File: src/rtl/core/jpeg_frame_size_parser_assert.svh
// ----------------------------------------------------------------------------
// JPEG frame size parser assertion macros
// Small wrappers for the concurrent checks used in the parser RTL.
// ----------------------------------------------------------------------------
`ifndef JPEG_FRAME_SIZE_PARSER_ASSERT_SVH
`define JPEG_FRAME_SIZE_PARSER_ASSERT_SVH

// Same-cycle implication, disabled while reset is asserted.
`define JFSP_ASSERT_IMPL(label, clk, rst_n, ante, cons, msg) \
  label: assert property (@(posedge clk) disable iff (!rst_n) (ante) |-> (cons)) \
    else $error(msg);

// Next-cycle implication, disabled while reset is asserted.
`define JFSP_ASSERT_NEXT(label, clk, rst_n, ante, cons, msg) \
  label: assert property (@(posedge clk) disable iff (!rst_n) (ante) |=> (cons)) \
    else $error(msg);

`endif

File: src/rtl/core/jfsp_pkg.sv
// ----------------------------------------------------------------------------
// JPEG frame size parser package
// Status codes, marker codes and the frame marker test.
// ----------------------------------------------------------------------------
package jfsp_pkg;

  // Result status codes.
  localparam logic [2:0] StatusFound     = 3'd0;
  localparam logic [2:0] StatusNoStart   = 3'd1;
  localparam logic [2:0] StatusEndOrScan = 3'd2;
  localparam logic [2:0] StatusTruncated = 3'd3;
  localparam logic [2:0] StatusBadLength = 3'd4;
  localparam logic [2:0] StatusZeroSize  = 3'd5;

  // Marker codes.
  localparam logic [7:0] MarkerPrefix = 8'hFF;
  localparam logic [7:0] MarkerSoi    = 8'hD8;
  localparam logic [7:0] MarkerEoi    = 8'hD9;
  localparam logic [7:0] MarkerSos    = 8'hDA;
  localparam logic [7:0] MarkerSofLo  = 8'hC0;
  localparam logic [7:0] MarkerSofHi  = 8'hCF;
  localparam logic [7:0] MarkerDht    = 8'hC4;
  localparam logic [7:0] MarkerJpg    = 8'hC8;
  localparam logic [7:0] MarkerDac    = 8'hCC;

  // True for the start-of-frame family, which excludes the table and
  // extension codes that share the same range.
  function automatic logic is_frame_marker(logic [7:0] code);
    logic in_range;
    in_range = code inside {[MarkerSofLo:MarkerSofHi]};
    return in_range && (code != MarkerDht) && (code != MarkerJpg) && (code != MarkerDac);
  endfunction

endpackage

File: src/rtl/core/jfsp_in_if.sv
// ----------------------------------------------------------------------------
// JPEG frame size parser byte channel
// Valid/ready channel carrying one file byte and its end-of-file flag.
// ----------------------------------------------------------------------------
interface jfsp_in_if;
  logic       valid;
  logic       ready;
  logic [7:0] data_byte;
  logic       file_end;

  modport source (output valid, output data_byte, output file_end, input ready);
  modport sink (input valid, input data_byte, input file_end, output ready);
endinterface

File: src/rtl/core/jfsp_out_if.sv
// ----------------------------------------------------------------------------
// JPEG frame size parser result channel
// Valid/ready channel carrying the parse status and the image dimensions.
// ----------------------------------------------------------------------------
interface jfsp_out_if;
  logic        valid;
  logic        ready;
  logic [2:0]  status;
  logic [15:0] image_width;
  logic [15:0] image_height;

  modport source (output valid, output status, output image_width, output image_height,
                  input ready);
  modport sink (input valid, input status, input image_width, input image_height,
                output ready);
endinterface

File: src/rtl/core/jpeg_frame_size_parser.sv
// ----------------------------------------------------------------------------
// JPEG frame size parser
// Walks the marker segments of a JPEG byte stream and reports the frame
// height and width, or the reason the parse failed, once per file.
//
//   Channel  Dir  Payload                              Transfer when
//   in_i     in   data_byte[7:0], file_end             valid && ready
//   out_o    out  status[2:0], image_width[15:0],      valid && ready
//                 image_height[15:0]
//
// One byte is accepted per cycle. A byte is held in the input register,
// where the parse state is updated, and any result it produces is loaded
// into the result register as the byte moves on, and is sent from there.
// The input side stalls only while a result waits in the result register
// and the output side is not ready. Reset clears the parse state to
// "expect start of image"; file_end on a byte also returns it there.
// ----------------------------------------------------------------------------
module jpeg_frame_size_parser (
  input  logic  clk_i,
  input  logic  rst_ni,
  jfsp_in_if.sink    in_i,
  jfsp_out_if.source out_o
);
  import jfsp_pkg::*;

  typedef enum logic [3:0] {
    PhStart0,
    PhStart1,
    PhMark,
    PhLenHi,
    PhLenLo,
    PhSkip,
    PhPrec,
    PhHHi,
    PhHLo,
    PhWHi,
    PhWLo,
    PhDone
  } phase_e;

  // Input register.
  logic       s1_valid_q;
  logic [7:0] s1_byte_q;
  logic       s1_last_q;
  logic       s1_fire;

  // Parse state.
  phase_e      phase_q, phase_d;
  logic [7:0]  marker_q, marker_d;
  logic [15:0] count_q, count_d;
  logic [15:0] height_q, height_d;
  logic [7:0]  width_hi_q, width_hi_d;
  logic        given_q, given_d;

  // Step outputs.
  logic        emit;
  logic [2:0]  emit_status;
  logic [15:0] emit_width;
  logic [15:0] emit_height;
  logic [15:0] seg_len;
  logic [15:0] width_full;

  // Result register.
  logic        res_valid_q;
  logic [2:0]  res_status_q;
  logic [15:0] res_width_q;
  logic [15:0] res_height_q;

  // The input register moves on whenever the result register has room.
  assign s1_fire    = s1_valid_q && (!res_valid_q || out_o.ready);
  assign in_i.ready = !s1_valid_q || s1_fire;

  always_ff @(posedge clk_i or negedge rst_ni) begin
    if (!rst_ni) begin
      s1_valid_q <= 1'b0;
    end else if (in_i.ready) begin
      s1_valid_q <= in_i.valid;
    end
  end

  always_ff @(posedge clk_i) begin
    if (in_i.valid && in_i.ready) begin
      s1_byte_q <= in_i.data_byte;
      s1_last_q <= in_i.file_end;
    end
  end

  assign seg_len    = {count_q[7:0], s1_byte_q};
  assign width_full = {width_hi_q, s1_byte_q};

  // One parse step for the byte in the input register.
  always_comb begin
    phase_d     = phase_q;
    marker_d    = marker_q;
    count_d     = count_q;
    height_d    = height_q;
    width_hi_d  = width_hi_q;
    given_d     = given_q;
    emit        = 1'b0;
    emit_status = StatusFound;
    emit_width  = '0;
    emit_height = '0;

    case (phase_q)
      PhStart0: begin
        if (s1_byte_q == MarkerPrefix) begin
          phase_d = PhStart1;
        end else begin
          emit        = 1'b1;
          emit_status = StatusNoStart;
        end
      end
      PhStart1: begin
        if (s1_byte_q == MarkerSoi) begin
          phase_d = PhMark;
        end else begin
          emit        = 1'b1;
          emit_status = StatusNoStart;
        end
      end
      PhMark: begin
        // Fill bytes are skipped; anything else is the marker code.
        if (s1_byte_q != MarkerPrefix) begin
          marker_d = s1_byte_q;
          if (s1_byte_q == MarkerEoi || s1_byte_q == MarkerSos) begin
            emit        = 1'b1;
            emit_status = StatusEndOrScan;
          end else begin
            phase_d = PhLenHi;
          end
        end
      end
      PhLenHi: begin
        count_d = {8'h00, s1_byte_q};
        phase_d = PhLenLo;
      end
      PhLenLo: begin
        if (seg_len < 16'd2) begin
          emit        = 1'b1;
          emit_status = StatusBadLength;
        end else if (is_frame_marker(marker_q)) begin
          phase_d = PhPrec;
        end else begin
          count_d = seg_len - 16'd2;
          phase_d = (seg_len == 16'd2) ? PhMark : PhSkip;
        end
      end
      PhSkip: begin
        count_d = count_q - 16'd1;
        if (count_q == 16'd1) begin
          phase_d = PhMark;
        end
      end
      PhPrec: begin
        phase_d = PhHHi;
      end
      PhHHi: begin
        height_d = {s1_byte_q, 8'h00};
        phase_d  = PhHLo;
      end
      PhHLo: begin
        height_d = {height_q[15:8], s1_byte_q};
        phase_d  = PhWHi;
      end
      PhWHi: begin
        width_hi_d = s1_byte_q;
        phase_d    = PhWLo;
      end
      PhWLo: begin
        emit = 1'b1;
        if (width_full == 16'd0 || height_q == 16'd0) begin
          emit_status = StatusZeroSize;
        end else begin
          emit_status = StatusFound;
          emit_width  = width_full;
          emit_height = height_q;
        end
      end
      default: begin
      end
    endcase

    if (emit) begin
      given_d = 1'b1;
      phase_d = PhDone;
    end

    // The final byte closes the file: report a short file if nothing was
    // reported yet, then return to the initial state.
    if (s1_last_q) begin
      if (!emit && !given_q) begin
        emit = 1'b1;
        if (phase_d == PhStart0 || phase_d == PhStart1) begin
          emit_status = StatusNoStart;
        end else begin
          emit_status = StatusTruncated;
        end
      end
      phase_d    = PhStart0;
      marker_d   = '0;
      count_d    = '0;
      height_d   = '0;
      width_hi_d = '0;
      given_d    = 1'b0;
    end
  end

  // Parse state and result register.
  always_ff @(posedge clk_i or negedge rst_ni) begin
    if (!rst_ni) begin
      phase_q      <= PhStart0;
      marker_q     <= '0;
      count_q      <= '0;
      height_q     <= '0;
      width_hi_q   <= '0;
      given_q      <= 1'b0;
      res_valid_q  <= 1'b0;
      res_status_q <= StatusFound;
      res_width_q  <= '0;
      res_height_q <= '0;
    end else begin
      if (s1_fire) begin
        phase_q    <= phase_d;
        marker_q   <= marker_d;
        count_q    <= count_d;
        height_q   <= height_d;
        width_hi_q <= width_hi_d;
        given_q    <= given_d;
      end
      // The result register is loaded by a step that reports and cleared by a
      // transfer.
      if (s1_fire && emit) begin
        res_valid_q  <= 1'b1;
        res_status_q <= emit_status;
        res_width_q  <= emit_width;
        res_height_q <= emit_height;
      end else if (out_o.ready) begin
        res_valid_q <= 1'b0;
      end
    end
  end

  assign out_o.valid        = res_valid_q;
  assign out_o.status       = res_status_q;
  assign out_o.image_width  = res_width_q;
  assign out_o.image_height = res_height_q;

  `include "jpeg_frame_size_parser_assert.svh"

  `JFSP_ASSERT_IMPL(a_fail_zero_size, clk_i, rst_ni,
    res_valid_q && res_status_q != StatusFound,
    res_width_q == 16'd0 && res_height_q == 16'd0, "failed result carries nonzero size")
  `JFSP_ASSERT_IMPL(a_found_nonzero, clk_i, rst_ni,
    res_valid_q && res_status_q == StatusFound,
    res_width_q != 16'd0 && res_height_q != 16'd0, "found result has a zero dimension")
  `JFSP_ASSERT_IMPL(a_given_done, clk_i, rst_ni, given_q, phase_q == PhDone,
    "result flag set outside the done phase")
  `JFSP_ASSERT_IMPL(a_done_given, clk_i, rst_ni, phase_q == PhDone, given_q,
    "done phase without a result")
  `JFSP_ASSERT_NEXT(a_last_resets, clk_i, rst_ni, s1_fire && s1_last_q,
    phase_q == PhStart0 && !given_q, "parse state not cleared after the final byte")
  `JFSP_ASSERT_NEXT(a_stall_holds, clk_i, rst_ni,
    s1_valid_q && res_valid_q && !out_o.ready,
    s1_valid_q && $stable(phase_q) && $stable(count_q),
    "parse state moved while the result was stalled")

endmodule

File: src/flat_wrapper.sv
// flat-port wrapper written by rule: the top's interface ports become plain ports
module jpeg_frame_size_parser_flat import jfsp_pkg::*;
  (clk_i, rst_ni, in_i_valid, in_i_data_byte, in_i_file_end, in_i_ready, out_o_valid, out_o_status, out_o_image_width, out_o_image_height, out_o_ready);
  jfsp_in_if in_i_i ();
  jfsp_out_if out_o_i ();
  input  logic clk_i;
  input  logic rst_ni;
  input wire logic [$bits(in_i_i.valid)-1:0] in_i_valid;
  input wire logic [$bits(in_i_i.data_byte)-1:0] in_i_data_byte;
  input wire logic [$bits(in_i_i.file_end)-1:0] in_i_file_end;
  output wire logic [$bits(in_i_i.ready)-1:0] in_i_ready;
  output wire logic [$bits(out_o_i.valid)-1:0] out_o_valid;
  output wire logic [$bits(out_o_i.status)-1:0] out_o_status;
  output wire logic [$bits(out_o_i.image_width)-1:0] out_o_image_width;
  output wire logic [$bits(out_o_i.image_height)-1:0] out_o_image_height;
  input wire logic [$bits(out_o_i.ready)-1:0] out_o_ready;
  assign in_i_i.valid = in_i_valid;
  assign in_i_i.data_byte = in_i_data_byte;
  assign in_i_i.file_end = in_i_file_end;
  assign in_i_ready = in_i_i.ready;
  assign out_o_valid = out_o_i.valid;
  assign out_o_status = out_o_i.status;
  assign out_o_image_width = out_o_i.image_width;
  assign out_o_image_height = out_o_i.image_height;
  assign out_o_i.ready = out_o_ready;
  jpeg_frame_size_parser u_core (.clk_i(clk_i), .rst_ni(rst_ni), .in_i(in_i_i), .out_o(out_o_i));
endmodule
File: config.mk
export PLATFORM = sky130hd
export DESIGN_NAME = jpeg_frame_size_parser_flat
export DESIGN_NICKNAME = d
export VERILOG_FILES = /design/src/rtl/core/jfsp_pkg.sv /design/src/rtl/core/jfsp_in_if.sv /design/src/rtl/core/jfsp_out_if.sv /design/src/rtl/core/jpeg_frame_size_parser.sv /design/src/flat_wrapper.sv
export VERILOG_INCLUDE_DIRS = /design/src /design/src/rtl/core
export SDC_FILE = /design/constraint.sdc
export NUM_CORES = 1
export LEC_CHECK = 0
export ABC_AREA = 1
export BUFFER_PORTS_ARGS = -buffer_cell sky130_fd_sc_hd__buf_4
export CORE_ASPECT_RATIO = 0.5
export CORE_UTILIZATION = 35
export DETAILED_ROUTE_END_ITERATION = 12
export GPL_ROUTABILITY_DRIVEN = 0
export HOLD_SLACK_MARGIN = 0.08
export MAX_ROUTING_LAYER = met4
export PLACE_DENSITY = 0.48
export SLEW_MARGIN = 20
export SYNTH_ARGS = -nofsm -noshare
export SYNTH_HDL_FRONTEND = slang
export SYNTH_SLANG_ARGS = --single-unit
File: constraint.sdc
create_clock -name clk_i -period 3 [get_ports clk_i]
set_input_delay 0 -clock clk_i [delete_from_list [all_inputs] [get_ports clk_i]]
set_output_delay 0 -clock clk_i [all_outputs]
set_load 0.01 [all_outputs]
* After elaboration in Yosys (flattened, before gate mapping) *
Index checks and enable logic that the tools add are counted.
W data, S select, Z words.

storage, ports and cells
  register bits = 99
  output and inout bits = 37

operators by class
  $add $sub $neg = 2
  $lt $le $gt $ge = 3
  eq/ne operators = 24
  multiplexer cells = 48
  reductions and logical operators = 35

operators by type and width
  operator                 count
  $mux W16                 8
  $pmux W16 S3             1
  $mux W8                  5
  $pmux W4 S10             1
  $mux W4                  9
  $eq A8 B8 Y1 const B     4
  $logic_not A16 Y1        2
  $ne A8 B8 Y1 const B     4
  $pmux W16 S2             1
  $mux W3                  6
  $eq A16 B1 Y1 const B    1
  $eq A16 B2 Y1 const B    1
  $eq A4 B3 Y1 const B     4
  $lt A16 B2 Y1 const B    1
  $sub A16 B1 Y16 const B  1
  $sub A16 B2 Y16 const B  1
  $pmux W3 S5              1
  $mux W1                  13
  $eq A4 B4 Y1 const B     3
  $reduce_bool A2 Y1       6
  $eq A4 B1 Y1 const B     2
  $eq A4 B2 Y1 const B     2
  $ge A8 B8 Y1 const B     1
  $le A8 B8 Y1 const B     1
  other kinds (13)         33

* Logic depth before layout (Yosys ltp) *
  depth in word-level cells = 14
  mapped depth = 14

* Least setup slack after synthesis *
OpenSTA, ideal clock, no wires.

  path type = register to register
  start point = register u_core.count_q[0]
  end point = register u_core.res_height_q[0], in the netlist u_core.out_o.image_height[0]
  arrival time = 1815 ps
  setup slack = 1067 ps
  stages on the path, launching flop included = 15
  path through = dfrtp_1 -> inv_1 -> ha_1 -> inv_1 -> nor2_4 -> nand2_2 -> nor2_4 -> nand3_4 -> nand2_4 -> nand2_4 -> nand2_8 -> inv_8 -> buf_8 -> nand2_2 -> nand2_1

on the way
  word-level cells in the longest chain between the ends = 8

RTL lines
  what                      RTL line                       text
  start: declaration        jpeg_frame_size_parser.sv:50   logic [15:0] count_q, count_d;
  start signal: assignment  jpeg_frame_size_parser.sv:225  count_q <= count_d;
  $lt A16 B2 Y1 (*)         jpeg_frame_size_parser.sv:138  if (seg_len < 16'd2) begin
  $mux W1 (*)               jpeg_frame_size_parser.sv:138
  $pmux W1 S5 (*)           jpeg_frame_size_parser.sv:104  case (phase_q)
  $logic_not A1 Y1          jpeg_frame_size_parser.sv:191  if (!emit && !given_q) begin
  $logic_and A1 B1 Y1       jpeg_frame_size_parser.sv:191
  $mux W1                   jpeg_frame_size_parser.sv:191
  $mux W1 (*)               jpeg_frame_size_parser.sv:190  if (s1_last_q) begin
  $logic_and A1 B1 Y1 (*)   jpeg_frame_size_parser.sv:232  if (s1_fire && emit) begin
  end signal: assignment    jpeg_frame_size_parser.sv:236  res_height_q <= emit_height;
  end: declaration          jpeg_frame_size_parser.sv:67   logic [15:0] res_height_q;

Mark *: on every way between the ends. The rest lies on a longest branch, timed or not.
A chain may end at the register's enable or synchronous reset.

* Final worst setup path *
  start point = register u_core.count_q[0]
  end point = register u_core.count_q[0]

on the way
  word-level cells in the longest chain between the ends = 3
  elaborated cells on any way between the ends = 6
  those cells by class = add/sub (1); order compare (1); eq/ne (1); mux (2); reduce/logical (1)

RTL lines
  what                                              RTL line
  $sub A16 B1 Y16 or $lt A16 B2 Y1 (tied branches)  jpeg_frame_size_parser.sv:149, jpeg_frame_size_parser.sv:138
  $pmux W16 S3 or $ne A3 B2 Y1 (tied branches)      -
  $mux W16 or $reduce_and A4 Y1 (tied branches)     -

Parallel ways exist; a longest one is shown, timed or not.

==> reports/results.tsv <==
stage	metric	value	unit
place	port_buffers	49	
synth	post_synth_instance_area	5270	um^2
floorplanning	chipWidth	176	um
clock_tree	htree_num_levels	3	
cells_and_area	final-instance-count-excl-fill	947	
cells_and_area	post_route_cells_drive_above_1_share	16.2	%
timing	grt_setup_unrepaired	no	
detailed_routing	final_antenna_net_count	0	
grt	via_count_of_the_first_global_routing_pass	4327	
clock_tree	clockRootBuffer	sky130_fd_sc_hd__clkbuf_16	
clock_tree	clk-insertion-delay-late	350	ps
power	powerDensity	833	nW/um^2
clock_tree	clock_slew_at_reported_path_ffs	80	ps
synth	synth-warning-count	0	
detailed_routing	drt_iter0_markers	327	
timing	clock-skew-final	12.7	ps
grt	antenna_found_initial	0	
grt	grt_overflow	0	
synth	ys_seq_elements	99	
critical_path	crit_slowest_cell	sky130_fd_sc_hd__a21oi_4	
detailed_routing	post-route-drc-count	0	
clock_tree	clock_tree_from_tritoncts	yes	
critical_path	worst_stage_delay_on_the_critical_path	510	ps
place	hpwl	10.3	mm
floorplanning	ioPinCount	50	
timing	setup_total_negative_slack	0	ps
timing	worst_pin_slew	855	ps
timing	max_freq	0.413	GHz
clock_tree	cts.sinks	99	
cells_and_area	areaGrowthSynthToFinish	18.4	%
worst_hold_path	hold_path.class	primary input to async pin	
critical_path	critical_path.cell_chain	inv_1 -> ha_1 -> inv_1 -> nor2_4 -> nand2_2 -> nor2_4 -> nand3_4 -> nand2_1 -> inv_2 -> a21oi_4 -> nor2_1 -> a21oi_1	
power	p_leak	0.00307	uW
synth	synth_sequential_area_ratio	47.9	%
floorplanning	floorplan.die.height	88.8	um
synth	syn_avg_cell_area	7.75	um^2
run_status	outcome	finished clean	
cells_and_area	fillcell_total	1537	
critical_path	cp-start-kind	register	
critical_path	setup.worst_path.class	register to register	
place	placedCellCount	919	
critical_path	critPathArrivalTime	2690	ps
grt	grt_util_all_layers	19.6	%
grt	grt_max_degree	65	
clock_tree	cts_max_path_buffers	2	
critical_path	worst-r2r-cell-count	12	
cells_and_area	antenna-diode-count	0	
critical_path	data_required_time_at_the_worst_endpoint	3260	ps
timing	final-setup-viol-count	0	
detailed_routing	wl_per_cell	14.8	um
critical_path	cp_max_fo	24	
floorplanning	rows	31	
detailed_routing	routed_vias	4673	
grt	grt_pass1_wl	22.7	mm
clock_tree	tritoncts.num_buffers	9	
cells_and_area	nNetsFinal	761	
detailed_routing	wirelength	14.0	mm
floorplanning	core	14600	um^2
flow_run	maxCapViolations	0	
power	vdd_drop_max	291	uV
detailed_routing	route.detailed.vias_per_inst	4.93	
synth	postSynthNetCount	697	
clock_tree	cts-resized-gates	0	
synth	post_synthesis_cell_count	680	
timing	relSlewSlack	43.0	%
timing	final_hold_viol_count	0	
critical_path	crit_path_end_kind	register	
detailed_routing	drtPass1Iterations	4	
timing	timing_max_transition_violations_final	0	
floorplanning	floorplan.initialDensity	36.1	%
synth	distinct_cells_synth	39	
timing	final_min_period_over_clock_period	80.7	%
timing	period_minus_slack	2420	ps
floorplanning	design.die.area	15600	um^2
## cells in the mapped netlist (all sizes together)
master	number	area, um^2
nand2	197	811
dfrtp	90	2250
inv	88	338
nor2	74	323
nand3	73	383
o21ai	57	285
a21oi	24	131
o22ai	18	113
nand4	12	75.1
buf	11	98.8
edfxtp	9	270
clkbuf	5	18.8
nor3	5	25.0
ha	4	50.1
clkinv	2	7.51
nand3b	2	15.0
o221ai	2	17.5
a21o	1	7.51
mux2	1	11.3
o21a	1	7.51
o21bai	1	7.51
o31ai	1	7.51
or2	1	6.26
xnor2	1	8.76
## where the power goes
group	internal (uW)	total (uW)	switching, uW
Sequential	1700	1970	267
Clock	581	1130	551
Combinational	684	2100	1420
## registers in the layout, summed over array words and instances (netlist names)
signal,cells
u_core.width_hi_q,8
u_core.out_o.valid,1
u_core.s1_last_q,1
u_core.count_q,16
u_core.s1_byte_q,8
u_core.out_o.status,3
u_core.given_q,1
u_core.height_q,16
u_core.out_o.image_height,16
u_core.s1_valid_q,1
u_core.marker_q,8
u_core.out_o.image_width,16
u_core.phase_q,4
## metrics by stage
| stage | hold slack (ps) | power (uW) | util (%) | worst slack (ps) | cell area (um^2) |
|---|---|---|---|---|---|
| 6_report | 303 | 5200 | 42.8 | 579 | 6240 |
| 5_1_grt | 367 | 5610 | 42.8 | 343 | 6240 |
| 4_1_cts | 348 | 5250 | 42.8 | 569 | 6240 |
| 3_5_place_dp | 174 | 4090 | 40.0 | 576 | 5830 |
| 3_3_place_gp | 175 | 4090 | 40.0 | 648 | 5830 |
| 2_1_floorplan | -296 | 3570 | - | 1070 | 5270 |
## final cells by class
class | instances | area, um^2 | area share (%)
Clock buffer | 10 | 229 | 3.67
Clock inverter | 6 | 60.1 | 0.963
Inverter | 90 | 345 | 5.53
Multi-Input combinational cell | 475 | 2290 | 36.7
Sequential cell | 99 | 2520 | 40.4
Tap cell | 198 | 248 | 3.97
Timing Repair Buffer | 69 | 548 | 8.78
## final timing paths
check                      slack, ps                           end                         start
hold reg to reg                  480  u_core.out_o.image_height[9]  u_core.out_o.image_height[9]
setup reg to reg                 580             u_core.count_q[0]             u_core.count_q[0]
hold / removal                   300           u_core.height_q[13]                        rst_ni
min in group clk_i               380           u_core.s1_byte_q[7]             in_i_data_byte[7]
max in group asynchronous       1970  u_core.out_o.image_width[10]                        rst_ni
setup / recovery                 580             u_core.count_q[0]             u_core.count_q[0]
## what timing repair did
action | 4_1_cts | 5_1_grt
buffers inserted | 0 | 0
hold buffers | 12 | 0
endpoints found under the hold margin | 73 | 0
## per-layer routing
metal	routed length, um	GRT usage, %
met5	0	-
met4	104	4.03
met3	583	3.87
met2	6020	29.1
met1	7290	27.5
## critical path: cells and delay by family (launching register included)
family | cells | cell delay [ps]
AND/OR/NAND/NOR | 6 | 710
flip-flops | 1 | 410
buffers and inverters | 3 | 330
adder cells (fa/ha/maj) | 1 | 240
AO/OA/AOI/OAI | 2 | 650
## cells by family after synthesis
| logic type | after synthesis | share of synthesized area, % |
|---|---|---|
| multiplexers | 1 | 0.214 |
| buffers and inverters | 106 | 8.78 |
| XOR/XNOR | 1 | 0.166 |
| AO/OA/AOI/OAI | 105 | 10.9 |
| AND/OR/NAND/NOR | 364 | 31.1 |
| adder cells (fa/ha/maj) | 4 | 0.950 |
| flip-flops | 99 | 47.9 |
## placed cells by master (no fill, tap or decap), types with 2 or more instances in the layout
master,Yosys,layout
sky130_fd_sc_hd__clkinv_4,0,3
sky130_fd_sc_hd__edfxtp_1,9,9
sky130_fd_sc_hd__o21ai_0,50,50
sky130_fd_sc_hd__inv_2,13,13
sky130_fd_sc_hd__nand4_1,12,12
sky130_fd_sc_hd__nor2_2,6,7
sky130_fd_sc_hd__dlygate4sd3_1,0,12
sky130_fd_sc_hd__clkbuf_16,0,9
sky130_fd_sc_hd__clkinv_1,2,2
sky130_fd_sc_hd__o22ai_1,18,18
sky130_fd_sc_hd__buf_4,5,57
sky130_fd_sc_hd__a21oi_1,23,23
sky130_fd_sc_hd__nand2_1,178,178
sky130_fd_sc_hd__nor2_4,4,4
sky130_fd_sc_hd__dfrtp_1,90,90
sky130_fd_sc_hd__nor2_1,64,63
sky130_fd_sc_hd__o21ai_1,7,7
sky130_fd_sc_hd__nor3_1,5,5
sky130_fd_sc_hd__nand2_2,16,16
sky130_fd_sc_hd__inv_1,74,74
sky130_fd_sc_hd__o221ai_1,2,2
sky130_fd_sc_hd__ha_1,4,4
sky130_fd_sc_hd__nand3b_1,2,2
sky130_fd_sc_hd__nand2_4,2,2
sky130_fd_sc_hd__inv_6,0,2
sky130_fd_sc_hd__nand3_1,71,71
(Power assumes the default switching activity.)
